--- config.mk ---
export PLATFORM = sky130hd
export DESIGN_NAME = lfrg_cell
export DESIGN_NICKNAME = d
export VERILOG_FILES = /design/src/hw/rtl/lagged_fibonacci_random_generator_top_macros.svh /design/src/hw/rtl/lfrg_pkg.sv /design/src/hw/rtl/lfrg_cell.sv
export SDC_FILE = /design/constraint.sdc
export NUM_CORES = 1
export LEC_CHECK = 0
export CAP_MARGIN = 20
export CORE_ASPECT_RATIO = 1.1
export CORE_MARGIN = 1
export CORE_UTILIZATION = 45
export CTS_CLUSTER_SIZE = 16
export DETAILED_ROUTE_END_ITERATION = 8
export DONT_BUFFER_PORTS = 1
export GPL_TIMING_DRIVEN = 0
export PLACE_DENSITY = 0.57
export SYNTH_ARGS = -nofsm -noshare
export SYNTH_HDL_FRONTEND = slang
export SYNTH_SLANG_ARGS = --single-unit
--- constraint.sdc ---
create_clock -name clk -period 2.1 [get_ports clk]
set_clock_uncertainty 0.2 [all_clocks]
set_input_delay 0.21 -clock clk [delete_from_list [all_inputs] [get_ports clk]]
set_output_delay 0.21 -clock clk [all_outputs]
set_load 0.01 [all_outputs]
--- src/hw/rtl/lagged_fibonacci_random_generator_top_macros.svh ---
// ----------------------------------------------------------------------------
// Assertion macros for the lagged Fibonacci random generator
// Clocked on clk and disabled while arst_n is low.
// ----------------------------------------------------------------------------
`ifndef LAGGED_FIBONACCI_RANDOM_GENERATOR_TOP_MACROS_SVH
`define LAGGED_FIBONACCI_RANDOM_GENERATOR_TOP_MACROS_SVH

// Same-cycle implication.
`define LFRG_ASSERT_IMPLIES(name, pre, post, msg) \
	name: assert property (@(posedge clk) disable iff (!arst_n) (pre) |-> (post)) \
		else $error(msg);

// Next-cycle implication.
`define LFRG_ASSERT_NEXT(name, pre, post, msg) \
	name: assert property (@(posedge clk) disable iff (!arst_n) (pre) |=> (post)) \
		else $error(msg);

`endif

--- src/hw/rtl/lfrg_pkg.sv ---
// ----------------------------------------------------------------------------
// lfrg_pkg
// Widths, constants and shared types of the lagged Fibonacci random generator.
// ----------------------------------------------------------------------------
package lfrg_pkg;

	localparam int unsigned WORD_W        = 24;
	localparam int unsigned VALUE_W       = 2 * WORD_W;
	localparam int unsigned COUNT_W       = 7;
	localparam int unsigned SEED_W        = 30;

	localparam int unsigned TABLE_DEPTH   = 97;
	localparam int unsigned LOW_LAG_START = 33;
	localparam int unsigned MAX_COUNT     = 64;

	// Fixed taps of the cell row: cell 0 holds the high-lag word, LOW_TAP the
	// low-lag word, ALT_TAP the low-lag word of the following step.
	localparam int unsigned LOW_TAP       = TABLE_DEPTH - LOW_LAG_START;
	localparam int unsigned ALT_TAP       = LOW_TAP + 1;

	localparam logic [WORD_W-1:0] CARRY_INIT  = 24'd362436;
	localparam logic [WORD_W-1:0] CD_CONST    = 24'd7654321;
	localparam logic [WORD_W-1:0] CM_CONST    = 24'd16777213;
	localparam logic [WORD_W-1:0] CARRY_RAISE = CM_CONST - CD_CONST;

	// Shift command for the cell row.
	typedef struct packed {
		logic down;
		logic up;
	} lfrg_shift_t;

	// Status of the seeding unit toward the top level.
	typedef struct packed {
		logic              word_valid;
		logic              done;
		logic [WORD_W-1:0] word;
	} lfrg_seed_status_t;

endpackage

--- src/hw/rtl/lfrg_cell.sv ---
// ----------------------------------------------------------------------------
// lfrg_cell
// One word of the lag table; takes its upper or lower neighbor on a shift.
// ----------------------------------------------------------------------------
module lfrg_cell import lfrg_pkg::*; (
	input  logic              clk,
	input  lfrg_shift_t       shift,
	input  logic [WORD_W-1:0] upper,
	input  logic [WORD_W-1:0] lower,
	output logic [WORD_W-1:0] word
);

	logic [WORD_W-1:0] word_q;

	always_ff @(posedge clk) begin
		if (shift.down) begin
			word_q <= upper;
		end else if (shift.up) begin
			word_q <= lower;
		end
	end

	assign word = word_q;

endmodule

* Yosys cells after proc, flatten, opt, wreduce, memory -nomap -nowiden *
Index checks and enable logic that the tools add are counted.

word-level totals
  register bits = 24
  output and inout bits = 24
  logic and storage cells = 4

cells by class
  multiplexer cells = 2
  reductions and logical operators = 1

operators with widths
  operator            count
  $mux W24            2
  $reduce_bool A2 Y1  1

* Logic depth before layout (Yosys ltp) *
  word-level depth = 2
  gate-level depth with buffers = 3

* Least setup slack after synthesis *
No wires, ideal clock.

  path type = input-to-reg
  start = in shift[1] (netlist name)
  end = reg word_q[0] (netlist: word[0]) (enable)
  data arrival time = 1055 ps
  setup slack = 463 ps
  stages on the path = 3
  buffers on the path = 2
  path through = buf_6 > buf_12 > or2_1

between the ends
  longest elaborated chain between the ends = 1

ends and longest elaborated chain
  item                                 line             RTL
  from (decl)                          lfrg_cell.sv:7   input lfrg_shift_t shift,
  $reduce_bool A2 Y1 (no source line)  -
  to (signal assigned)                 lfrg_cell.sv:17  word_q <= upper;
  to (signal assigned)                 lfrg_cell.sv:19  word_q <= lower;
  to (decl)                            lfrg_cell.sv:13  logic [WORD_W-1:0] word_q;

No other way between the ends.
A chain may end at the register's enable or synchronous reset.

* Worst setup path after layout *
  start = in upper[13]
  end = reg word_q[13] (netlist: word[13]), data pin

between the ends
  longest elaborated chain between the ends = 1

ends and longest elaborated chain
  item         line             RTL
  from (decl)  lfrg_cell.sv:8   input logic [WORD_W-1:0] upper,
  $mux W24     lfrg_cell.sv:16  if (shift.down) begin

No other way between the ends.

==> metrics.txt <==
register area share after synthesis=0.644; fillers=168; CP bufs+invs=2; distinct cell type count after synthesis=6; clk slew on worst S/H paths=0.13 ns; status=complete, no violations; #FFs+latches synth=24; RSZ-0062 raised after global routing=no; Max VDD drop=0.000374 V; wire length per cell=17.6 µm; Worst Setup End Kind=register; Worst path max stage delay=0.58 ns; largest net degree at the start of global routing=25; CTS tree=built; dpl cell area=1160 µm²; Chip Height=54.3 µm; Max-Slew Margin vs Limit=0.350; Slew Limit Fails=0; ANT nets after route=0; most used cell, CP=dlygate4sd3_1; Num CTS Buffers=3; DR pass1 iterations=4; I/O Buffers=0; crit-path cells=dlygate4sd3_1, mux2_4, dlygate4sd3_1; Cells after Synth=52; Sum Neg Setup Slack=0 ns; full die area=2690 µm²; Mapped Area=1120 µm²; synthesis warning total=0; grt ovf=0; hold violation count in the final report=0; core area=2300 µm²; final net count=156; IO Pins=75; DRC Markers=0; Cell Pwr Density=609 nW/µm²; # clock sinks=24; first-pass GRT wire length=3360 µm; Max Freq=0.574 GHz; Critical Path RT=1.97 ns; startpoint types=primary input; CTS H-tree lvls=1; GRT Total Usage=0.176; Max stage delay cell, worst path=dlygate4sd3_1; Pleak=0.000663 µW; Syn-to-layout area delta=48.6%; final RePlAce weighted congestion=0.714; total of max-cap violations=0; initial antenna violation count=0; critical path peak fanout=1; post-CTS setup buffer count=0; Final period util=0.829; vias per cell=5.01; min Tclk post-route=1.74 ns; WS Path Type=primary input to register; Worst Tran Pin Value=0.975 ns; post-DP HPWL=1390 µm; hold_buf cts=48; root buf cell=clkbuf_4; deepest clock path buffer count=2; Die W=49.6 µm; row count=18; layout cells sized above 1=0.288; antenna fix cells=0; # resized after CTS=0; vias in the first global route=689; vias=671; starting DRC count in detailed routing=11; design area=1660 µm²; syn avg cell area=21.5 µm²; Total Wirelength=2350 µm; final setup violation count=0; Worst Path Arrival=1.61 ns; Worst path top cell family by delay=buffers and inverters; Initial Util=0.487; Largest register FFs=24; Post-Syn Nets=103; Worst Hold Class=primary input to register
==> per-layer routing <==
layer	share of wire	track usage	vias up
li1	-	-	304
met1	0.33	0.178	320
met2	0.58	0.354	43
met3	0.065	0.0389	4
met4	0.020	0.0714	0
met5	0	0	-
==> placed cells by master, fill, tap and decap left out <==
cell type       n
dlygate4sd3_1  48
edfxtp_1       24
mux2_4         19
mux2_2          5
clkbuf_4        3
buf_12          2
buf_6           1
or2_1           1
clkinv_1        1
==> cell type report <==
| class | count | area (µm²) | share of cell area |
|---|---|---|---|
| Timing Repair Buffer | 48 | 480 | 0.289 |
| Clock inverter | 1 | 3.75 | 0.00226 |
| Tap cell | 30 | 37.5 | 0.0226 |
| Buffer | 3 | 51.3 | 0.0308 |
| Sequential cell | 24 | 721 | 0.433 |
| Multi-Input combinational cell | 25 | 348 | 0.209 |
| Clock buffer | 3 | 22.5 | 0.0135 |
==> final timing paths <==
check / cells past startpoint / slack (ns) / endpoint / start
setup / recovery: 3 / 0.36 / word[13] / upper[13]
hold / removal: 2 / 0.44 / word[3] / lower[3]
==> power breakdown <==
part | leakage, µW | total, µW | switching [µW] | internal [µW]
combinational | 0.000403 | 179 | 46.9 | 132
clock | 0.0000154 | 196 | 127 | 69.2
sequential | 0.000245 | 638 | 47.1 | 591
==> synthesized netlist by cell type, drive strengths merged <==
cell	n	area (µm²)
edfxtp	24	721
mux2	24	342
buf	3	51.3
or2	1	6.26
==> stage by stage <==
step	util	setup WS (ns)	hold slack [ns]	total power, µW	instances
floorplan	-	0.463	0.227	723	52
global placement	0.504	0.339	0.229	735	82
detailed placement	0.504	0.267	0.230	742	82
CTS	0.724	0.409	0.435	1010	134
global route	0.724	0.367	0.424	1060	134
finish	0.724	0.358	0.441	1010	134
==> cell families (layout without fill, tap and decap cells) <==
family	count (synthesis)	count (layout)	synth area share
buffers and inverters	3	55	0.0458
multiplexers	24	24	0.305
flip-flops	24	24	0.644
AND/OR/NAND/NOR	1	1	0.00559
Power figures use the tool's default switching activity.
