**src/hw/rtl/lagged_fibonacci_random_generator_top_macros.svh**
```systemverilog
// ----------------------------------------------------------------------------
// Assertion macros for the lagged Fibonacci random generator
// Clocked on clk and disabled while arst_n is low.
// ----------------------------------------------------------------------------
`ifndef LAGGED_FIBONACCI_RANDOM_GENERATOR_TOP_MACROS_SVH
`define LAGGED_FIBONACCI_RANDOM_GENERATOR_TOP_MACROS_SVH

// Same-cycle implication.
`define LFRG_ASSERT_IMPLIES(name, pre, post, msg) \
	name: assert property (@(posedge clk) disable iff (!arst_n) (pre) |-> (post)) \
		else $error(msg);

// Next-cycle implication.
`define LFRG_ASSERT_NEXT(name, pre, post, msg) \
	name: assert property (@(posedge clk) disable iff (!arst_n) (pre) |=> (post)) \
		else $error(msg);

`endif

```
**src/hw/rtl/lfrg_pkg.sv**
```systemverilog
// ----------------------------------------------------------------------------
// lfrg_pkg
// Widths, constants and shared types of the lagged Fibonacci random generator.
// ----------------------------------------------------------------------------
package lfrg_pkg;

	localparam int unsigned WORD_W        = 24;
	localparam int unsigned VALUE_W       = 2 * WORD_W;
	localparam int unsigned COUNT_W       = 7;
	localparam int unsigned SEED_W        = 30;

	localparam int unsigned TABLE_DEPTH   = 97;
	localparam int unsigned LOW_LAG_START = 33;
	localparam int unsigned MAX_COUNT     = 64;

	// Fixed taps of the cell row: cell 0 holds the high-lag word, LOW_TAP the
	// low-lag word, ALT_TAP the low-lag word of the following step.
	localparam int unsigned LOW_TAP       = TABLE_DEPTH - LOW_LAG_START;
	localparam int unsigned ALT_TAP       = LOW_TAP + 1;

	localparam logic [WORD_W-1:0] CARRY_INIT  = 24'd362436;
	localparam logic [WORD_W-1:0] CD_CONST    = 24'd7654321;
	localparam logic [WORD_W-1:0] CM_CONST    = 24'd16777213;
	localparam logic [WORD_W-1:0] CARRY_RAISE = CM_CONST - CD_CONST;

	// Shift command for the cell row.
	typedef struct packed {
		logic down;
		logic up;
	} lfrg_shift_t;

	// Status of the seeding unit toward the top level.
	typedef struct packed {
		logic              word_valid;
		logic              done;
		logic [WORD_W-1:0] word;
	} lfrg_seed_status_t;

endpackage

```
**src/hw/rtl/lfrg_seeder.sv**
```systemverilog
// ----------------------------------------------------------------------------
// lfrg_seeder
// Splits the seed with reciprocal multiplications in the SPLIT, LOW, QUOT
// and REM states, then runs the mod-179 and mod-169 generators to produce
// the table words, most significant bit first.
// ----------------------------------------------------------------------------
module lfrg_seeder import lfrg_pkg::*; (
	input  logic              clk,
	input  logic              arst_n,
	input  logic              start,
	input  logic [SEED_W-1:0] seed,
	output lfrg_seed_status_t status
);

	localparam logic [SEED_W-1:0] SEED_LIMIT  = 30'd900000000;
	localparam int unsigned       DEN_W       = 15;
	localparam logic [DEN_W-1:0]  SEED_SPLIT  = 15'd30082;
	localparam logic [DEN_W-1:0]  HIGH_DIV    = 15'd177;
	localparam logic [DEN_W-1:0]  LOW_DIV     = 15'd169;
	// Half the seed times RECIP_SPLIT, shifted down by 43, is the seed over
	// 30082; exact for every 29-bit half.
	localparam logic [29:0]       RECIP_SPLIT = 30'd584807728;
	localparam logic [29:0]       RECIP_177   = 30'd23697;
	localparam logic [15:0]       MOD_179     = 16'd179;
	localparam logic [31:0]       RECIP_179   = 32'd46864;
	localparam logic [13:0]       MOD_169     = 14'd169;
	localparam logic [29:0]       RECIP_169   = 30'd24819;
	localparam logic [13:0]       LCG_MULT    = 14'd53;

	typedef enum logic [8:0] {
		SD_IDLE  = 9'b000000001,
		SD_SPLIT = 9'b000000010,
		SD_LOW   = 9'b000000100,
		SD_QUOT  = 9'b000001000,
		SD_REM   = 9'b000010000,
		SD_MUL1  = 9'b000100000,
		SD_MOD1  = 9'b001000000,
		SD_MUL2  = 9'b010000000,
		SD_MOD2  = 9'b100000000
	} sd_state_t;

	// Quotients by 177 and 169 of a 15-bit value; the estimate is exact over
	// the whole input range.
	function automatic logic [7:0] quot177(input logic [DEN_W-1:0] x);
		logic [29:0] prod;
		prod = 30'(x) * RECIP_177;
		return prod[29:22];
	endfunction

	function automatic logic [7:0] quot169(input logic [DEN_W-1:0] x);
		logic [29:0] prod;
		prod = 30'(x) * RECIP_169;
		return prod[29:22];
	endfunction

	// Remainder by 179 for products of two residues; the quotient estimate
	// is exact over this range, the final compare is a guard.
	function automatic logic [7:0] mod179(input logic [15:0] x);
		logic [31:0] prod;
		logic [7:0]  q;
		logic [15:0] r;
		prod = 32'(x) * RECIP_179;
		q    = prod[30:23];
		r    = x - 16'(q) * MOD_179;
		if (r >= MOD_179) begin
			r = r - MOD_179;
		end
		return r[7:0];
	endfunction

	function automatic logic [7:0] mod169(input logic [13:0] x);
		logic [29:0] prod;
		logic [6:0]  q;
		logic [13:0] r;
		prod = 30'(x) * RECIP_169;
		q    = prod[28:22];
		r    = x - 14'(q) * MOD_169;
		if (r >= MOD_169) begin
			r = r - MOD_169;
		end
		return r[7:0];
	endfunction

	sd_state_t         state_q;
	logic [SEED_W-1:0] seed_eff_q;
	logic [DEN_W-1:0]  hi_q;
	logic [DEN_W-1:0]  lo_q;
	logic [7:0]        hq_q;
	logic [7:0]        lq_q;
	logic [7:0]        first_q;
	logic [7:0]        second_q;
	logic [7:0]        third_q;
	logic [7:0]        lcg_q;
	logic [15:0]       prod_q;
	logic [13:0]       lprod_q;
	logic [7:0]        part_q;
	logic [4:0]        bit_cnt_q;
	logic [6:0]        word_cnt_q;
	logic [WORD_W-1:0] word_q;
	logic              word_valid_q;
	logic              done_q;

	logic [SEED_W-1:0] seed_eff;
	logic [58:0]       split_prod;
	logic [SEED_W-1:0] split_back;
	logic [7:0]        m_val;
	logic [11:0]       mix;

	// A zero or out-of-range seed runs as seed one.
	assign seed_eff = (seed == '0 || seed >= SEED_LIMIT) ? SEED_W'(1) : seed;

	// 30082 is twice 15041, so the high part comes from half the seed.
	assign split_prod = 59'(seed_eff_q[SEED_W-1:1]) * 59'(RECIP_SPLIT);
	assign split_back = SEED_W'(hi_q) * SEED_W'(SEED_SPLIT);

	assign m_val = mod179(prod_q);
	assign mix   = lcg_q[5:0] * m_val[5:0];

	always_ff @(posedge clk or negedge arst_n) begin
		if (!arst_n) begin
			state_q      <= SD_IDLE;
			seed_eff_q   <= '0;
			hi_q         <= '0;
			lo_q         <= '0;
			hq_q         <= '0;
			lq_q         <= '0;
			first_q      <= '0;
			second_q     <= '0;
			third_q      <= '0;
			lcg_q        <= '0;
			prod_q       <= '0;
			lprod_q      <= '0;
			part_q       <= '0;
			bit_cnt_q    <= '0;
			word_cnt_q   <= '0;
			word_q       <= '0;
			word_valid_q <= 1'b0;
			done_q       <= 1'b0;
		end else begin
			word_valid_q <= 1'b0;
			done_q       <= 1'b0;
			unique case (state_q)
				SD_IDLE: begin
					if (start) begin
						seed_eff_q <= seed_eff;
						word_cnt_q <= '0;
						bit_cnt_q  <= '0;
						state_q    <= SD_SPLIT;
					end
				end
				SD_SPLIT: begin
					hi_q    <= split_prod[57:43];
					state_q <= SD_LOW;
				end
				SD_LOW: begin
					lo_q    <= DEN_W'(seed_eff_q - split_back);
					hq_q    <= quot177(hi_q);
					state_q <= SD_QUOT;
				end
				SD_QUOT: begin
					// The high part stays below 177 * 177, so its quotient
					// needs no further reduction.
					first_q  <= hq_q + 8'd2;
					second_q <= 8'(hi_q - DEN_W'(hq_q) * HIGH_DIV) + 8'd2;
					lq_q     <= quot169(lo_q);
					state_q  <= SD_REM;
				end
				SD_REM: begin
					third_q <= lq_q + 8'd1;
					lcg_q   <= 8'(lo_q - DEN_W'(lq_q) * LOW_DIV);
					state_q <= SD_MUL1;
				end
				SD_MUL1: begin
					prod_q  <= 16'(first_q) * 16'(second_q);
					lprod_q <= 14'(lcg_q) * LCG_MULT + 14'd1;
					state_q <= SD_MOD1;
				end
				SD_MOD1: begin
					part_q  <= mod179(prod_q);
					lcg_q   <= mod169(lprod_q);
					state_q <= SD_MUL2;
				end
				SD_MUL2: begin
					prod_q  <= 16'(part_q) * 16'(third_q);
					state_q <= SD_MOD2;
				end
				SD_MOD2: begin
					first_q  <= second_q;
					second_q <= third_q;
					third_q  <= m_val;
					// The bit is set when the low six bits of the product reach 32.
					word_q   <= {word_q[WORD_W-2:0], mix[5]};
					state_q  <= SD_MUL1;
					if (bit_cnt_q == 5'(WORD_W - 1)) begin
						bit_cnt_q    <= '0;
						word_valid_q <= 1'b1;
						word_cnt_q   <= word_cnt_q + 7'd1;
						if (word_cnt_q == 7'(TABLE_DEPTH - 1)) begin
							done_q  <= 1'b1;
							state_q <= SD_IDLE;
						end
					end else begin
						bit_cnt_q <= bit_cnt_q + 5'd1;
					end
				end
				default: begin
					state_q <= SD_IDLE;
				end
			endcase
		end
	end

	assign status.word_valid = word_valid_q;
	assign status.done       = done_q;
	assign status.word       = word_q;

endmodule

```
**config.mk**
```make
export PLATFORM = sky130hd
export DESIGN_NAME = lfrg_seeder
export DESIGN_NICKNAME = d
export VERILOG_FILES = /design/src/hw/rtl/lagged_fibonacci_random_generator_top_macros.svh /design/src/hw/rtl/lfrg_pkg.sv /design/src/hw/rtl/lfrg_seeder.sv
export SDC_FILE = /design/constraint.sdc
export NUM_CORES = 2
export LEC_CHECK = 0
export BUFFER_PORTS_ARGS = -buffer_cell sky130_fd_sc_hd__buf_2
export CAP_MARGIN = 20
export CORE_UTILIZATION = 47
export CTS_BUF_LIST = sky130_fd_sc_hd__clkbuf_4 sky130_fd_sc_hd__clkbuf_8
export CTS_CLUSTER_DIAMETER = 30
export DETAILED_ROUTE_END_ITERATION = 7
export GPL_TIMING_DRIVEN = 0
export PLACE_DENSITY = 0.72
export SYNTH_ARGS = -nofsm -noshare
export SYNTH_HDL_FRONTEND = slang
export SYNTH_SLANG_ARGS = --single-unit
```
**constraint.sdc**
```tcl
create_clock -name clk -period 16.6 [get_ports clk]
set_input_delay 0.83 -clock clk [delete_from_list [all_inputs] [get_ports clk]]
set_output_delay 0.83 -clock clk [all_outputs]
set_load 0.01 [all_outputs]
```
After elaboration in Yosys (flattened, before gate mapping):

Index checks and enable logic that the tools add are counted.
Widths: inputs -> output; s select.

* register bits: 193
* input bits: 33
* output and inout port bits: 26
* word-level logic and storage cells: 94

* add/sub/neg operators: 13
* $mul: 14
* $lt $le $gt $ge: 3
* equal/unequal tests: 13
* mux-type cells: 23
* reductions and logical operators: 10

Operators by type and width (count)
* $pmux 9 s9: 1
* $pmux 8 s2: 4
* $mul 15x15->30 const B: 2
* $mul 29x26->54 const B: 1
* $mul 8x8->16: 2
* $pmux 16 s2: 1
* $ge 30x30->1 const B: 1
* $logic_not 30->1: 1
* $mux 30: 1
* $mul 14x15->29 const B: 1
* $mul 16x12->27 const B: 1
* $add 8x2->8 const B: 2
* $ge 16x8->1 const B: 1
* $mul 8x8->16 const B: 1
* $mul 8x8->8 const B: 2
* $mux 8: 2
* $sub 16x16->16: 1
* $sub 8x8->8: 2
* $sub 8x8->8 const B: 2
* $mul 15x14->14 const B: 1
* $sub 15x15->15: 1
* $add 14x1->14 const B: 1
* $ge 14x8->1 const B: 1
* $mul 7x8->14 const B: 1
* 29 further kinds: 42

Depth between registers and ports, before layout:

* word-level depth: 6
* gate-level depth with buffers: 50
* mapped depth without buffers: 50

Worst setup path before layout:

No wires, ideal clock.

* path kind: reg2reg
* start point: register prod_q[5]
* end point: register word_q[0]
* setup time: 0.125 ns
* arrival: 11.697 ns
* required time: 16.475 ns
* setup slack: 4.778 ns
* cell stages (with the launch flop): 45
* path buffers: 0
* clock period less this slack: 11.822 ns
* cells stage by stage: dfrtp_1 > ha_1 > fa_1 > inv_1 > fa_1 > inv_1 > fa_1 > fa_1 > ha_1 > a21oi_1 > o21ai_0 > a211oi_1 > o21ai_0 > a211oi_1 > o2111ai_1 > and2_1 > a21o_1 > a21o_1 > [... 9 more ...] > nand4_2 > or3_1 > o41ai_1 > a211o_1 > and3_1 > and3_4 > nand3_4 > mux2i_1 > nor2b_1 > fa_1 > ha_1 > fa_1 > xor2_1 > xnor2_1 > xnor2_1 > xnor3_1 > xnor3_1 > mux2_4

* word-level cells in the longest chain between the ends: 6
* elaborated cells on any way between the ends: 7
* those cells by class: add/sub (2); mul (3); order compare (1); mux (1)

Ends and longest elaborated chain
* start: declaration: RTL line lfrg_seeder.sv:94 `logic [15:0] prod_q;`
* start signal: assignment: RTL line lfrg_seeder.sv:174 `prod_q <= 16'(first_q) * 16'(second_q);`
* start signal: assignment: RTL line lfrg_seeder.sv:184 `prod_q <= 16'(part_q) * 16'(third_q);`
* $mul 16x12->27: RTL line lfrg_seeder.sv:62 `prod = 32'(x) * RECIP_179;`
* $mul 8x8->16: RTL line lfrg_seeder.sv:64 `r = x - 16'(q) * MOD_179;`
* $sub 16x16->16 (*): RTL line lfrg_seeder.sv:64
* $ge 16x8->1 or $sub 8x8->8 (tied branches): RTL line lfrg_seeder.sv:65, lfrg_seeder.sv:66
* $mux 8 (*): RTL line lfrg_seeder.sv:65 `if (r >= MOD_179) begin`
* $mul 6x6->6 (*): RTL line lfrg_seeder.sv:117 `assign mix = lcg_q[5:0] * m_val[5:0];`
* end signal: assignment: RTL line lfrg_seeder.sv:192 `word_q <= {word_q[WORD_W-2:0], mix[5]};`
* end: declaration: RTL line lfrg_seeder.sv:99 `logic [WORD_W-1:0] word_q;`

Mark *: on every way between the ends. The rest lies on a longest branch, timed or not.
A chain may end at the register's enable or synchronous reset.

Worst setup path after layout:

* start point: register prod_q[3]
* end point: register word_q[0]

Same word-level chain as after synthesis.

==> impl_metrics.yaml <==
outcome:
  outcome: "completed"
synthesis:
  synthFlopType: "dfrtp_1"
  synthXorXnorAreaFrac_pct: 4.14
  syn_area_um2: 44600
  synth_edf_count: 0
  synth_compound_area_share_pct: 7.39
  synthArstFlopShare_pct: 100
  synthCells: 4633
  synth_top_family_by_area: "adder cells"
  synthAdderAreaFrac_pct: 58.5
  synthMuxAreaShare_pct: 0.320
  yosys.area_share.simple_pct: 7.73
  ys_ff_latch: 193
  ys_types: 92
  syn_avg_cell_area_um2: 9.63
  ys_seq_area_share_pct: 10.8
  ys_warn_count: 0
  syn_nets: 6335
clock_network:
  cts-buffers-inserted: 17
  h-tree-depth: 4
  cts_hold_buf: 0
  clk_latency_ns: 0.60
  cts_resized: 0
  postCtsSetupBuffers: 0
  cts_num_sinks: 193
  cts_tree: "yes"
  cts_root_buffer: "clkbuf_8"
  path_clk_slew_ns: 0.16
  clockBufferDepth: 2
drt:
  drc_errors: 0
  ant_nets: 0
  avgViaCountPerCell: 5.13
  drt-wirelength-per-cell_um: 16.5
  first_pass_iters: 5
  num_vias: 30700
  drt_iter0_markers: 1526
  drt_wl_total_mm: 98.4
setup_path:
  crit_required_ns: 17.11
  critPathMaxFanout: 13
  cp-start-kind: "flop"
  crit_top_cell: "fa_1"
  r2r-start: "prod_q[3]"
  crit_arrival_ns: 14.21
  worstSetupPathType: "flop to flop"
  critPathSlowestCell: "a211oi_1"
  max_stage_delay_ns: 0.68
  r2r-end: "word_q[0]"
  ff2ff_path_depth: 45
  endpoint_kind: "flop"
  reg2reg_slack_ns: 2.90
floorplan:
  core_area_um2: 93600
  die_h_um: 310
  die_w_um: 310
  die_area_um2: 96100
  initial_core_util_pct: 47.6
  pin_count: 59
  rows: 112
finish:
  layout_commonest_cell: "inv_1"
  n_antenna_cell: 0
  nFillCells: 8629
  layout_common_cells: "1242 x inv_1, 977 x ha_1, 692 x fa_1"
  drive_gt1_share_pct: 3.00
  layout.nets: 6415
  area_growth_pct: 5.30
timing:
  fin_hold_ws_ns: 0.170
  clock.fmax_mhz: 73.0
  relSlewSlack_pct: 33.0
  finalSetupTns_ns: 0
  worst_pin_slew_ns: 1.00
  rsz0062_at_grt: "false"
  finalSetupViolCount: 0
  finalMaxSlewViolations: 0
  period_share_pct: 82.5
  hold_violations: 0
  finalWorstPathRequiredPeriod_ns: 13.70
  skew_ns: 0.0425
place:
  dp_hpwl_mm: 85.3
  gp_congestion: 0.932
  port_buffers: 58
global_route:
  grt.overflow.total: 0
  antenna_found_initial: 1
  track_usage_pct: 21.6
  grt_max_degree: 102
  grt_first_pass_wirelength_mm: 165
  grt_pass1_vias: 33400
worst_hold_path:
  hold_class: "primary input to async pin"
flow_run:
  drv_cap: 0
==> layer usage <==
metal / global-route usage, % / up-vias / part of all wire, %
li1: - / 14700 / -
met1: 26.6 / 15200 / 42
met2: 39.8 / 582 / 51
met3: 2.47 / 144 / 4.1
met4: 5.60 / 0 / 2.4
met5: 0 / - / 0
==> area by class of cell <==
class / count / area (µm²) / area share (%)
Timing Repair Buffer: 61 / 343 / 0.730
Clock inverter: 15 / 220 / 0.469
Buffer: 73 / 295 / 0.629
Clock buffer: 17 / 234 / 0.498
Multi-Input combinational cell: 3123 / 34800 / 74.1
Tap cell: 1254 / 1570 / 3.34
Sequential cell: 193 / 4830 / 10.3
Inverter: 1244 / 4670 / 9.94
==> kinds of logic after synthesis <==
logic type,Yosys count
adder cells (fa/ha/maj),1669
AO/OA/AOI/OAI,523
buffers and inverters,1317
multiplexers,13
XOR/XNOR,203
flip-flops,193
AND/OR/NAND/NOR,715
==> cell usage after synthesis, types with 9 or more instances <==
library cell     n  area (µm²)
clkbuf_1        63         236
a21boi_0        14         105
and3_1          11        68.8
or3_1           14        87.6
nor3_1          20         100
a21o_1          58         435
nor4_1          13        81.3
nand2_1        329        1230
o31ai_1         11        82.6
ha_1           977       12200
dfrtp_1        192        4800
xor2_1          63         552
o21ai_0        172         861
a21oi_1        120         601
nor2b_1         38         238
o21a_1          10        75.1
nand4_1         20         125
nand3_1         27         135
a211oi_1        17         128
xnor2_1        135        1180
a22oi_1         15         113
and2_1          71         444
nor2_1         106         398
fa_1           692       13900
inv_1         1242        4660
a31oi_1          9        56.3
nand2b_1        17         106
a221o_1         13         130
o21bai_1        16         120
==> sequential cells by signal, summed over array words and instances, names as in the netlist <==
| name | flops |
|---|---|
| bit_cnt_q | 5 |
| done_q | 1 |
| first_q | 8 |
| hi_q | 15 |
| hq_q | 8 |
| lcg_q | 8 |
| lo_q | 15 |
| lprod_q | 14 |
| lq_q | 8 |
| part_q | 8 |
| prod_q | 16 |
| second_q | 8 |
| seed_eff_q | 30 |
| state_q | 9 |
| third_q | 8 |
| word_cnt_q | 7 |
| word_q | 24 |
| word_valid_q | 1 |
==> worst max path at each step <==
| stage | start | endpoint | slack (ns) |
|---|---|---|---|
| after CTS | prod_q[3] | word_q[0] | 2.88 |
| after floorplan | prod_q[5] | word_q[0] | 4.78 |
| after detailed placement | prod_q[3] | word_q[0] | 2.99 |
| after global routing | prod_q[3] | word_q[0] | 2.31 |
| final | prod_q[3] | word_q[0] | 2.90 |
| after global placement | prod_q[3] | word_q[0] | 3.15 |
==> metrics by stage <==
step	worst slack, ns	util, %	instances	cell area [µm²]
2_1_floorplan	4.78	-	4633	44600
3_3_place_gp	3.15	49.6	5945	46500
3_5_place_dp	2.99	49.7	5948	46500
4_1_cts	2.88	50.2	5980	47000
5_1_grt	2.31	50.2	5980	47000
6_report	2.90	50.2	5980	47000
==> critical path, delay by kind of cell (launching register included) <==
kind            cells  cell delay [ns]
fa+ha+maj          15             6.38
compound gates     11             2.82
simple gates        8             1.63
xor+xnor            4             0.93
mux                 2             0.89
flops               1             0.66
buf+inv             5             0.27
Power is left out: the tool's default activity adds up to more than one toggle a clock period on the data nets, which glitch-free logic cannot reach.
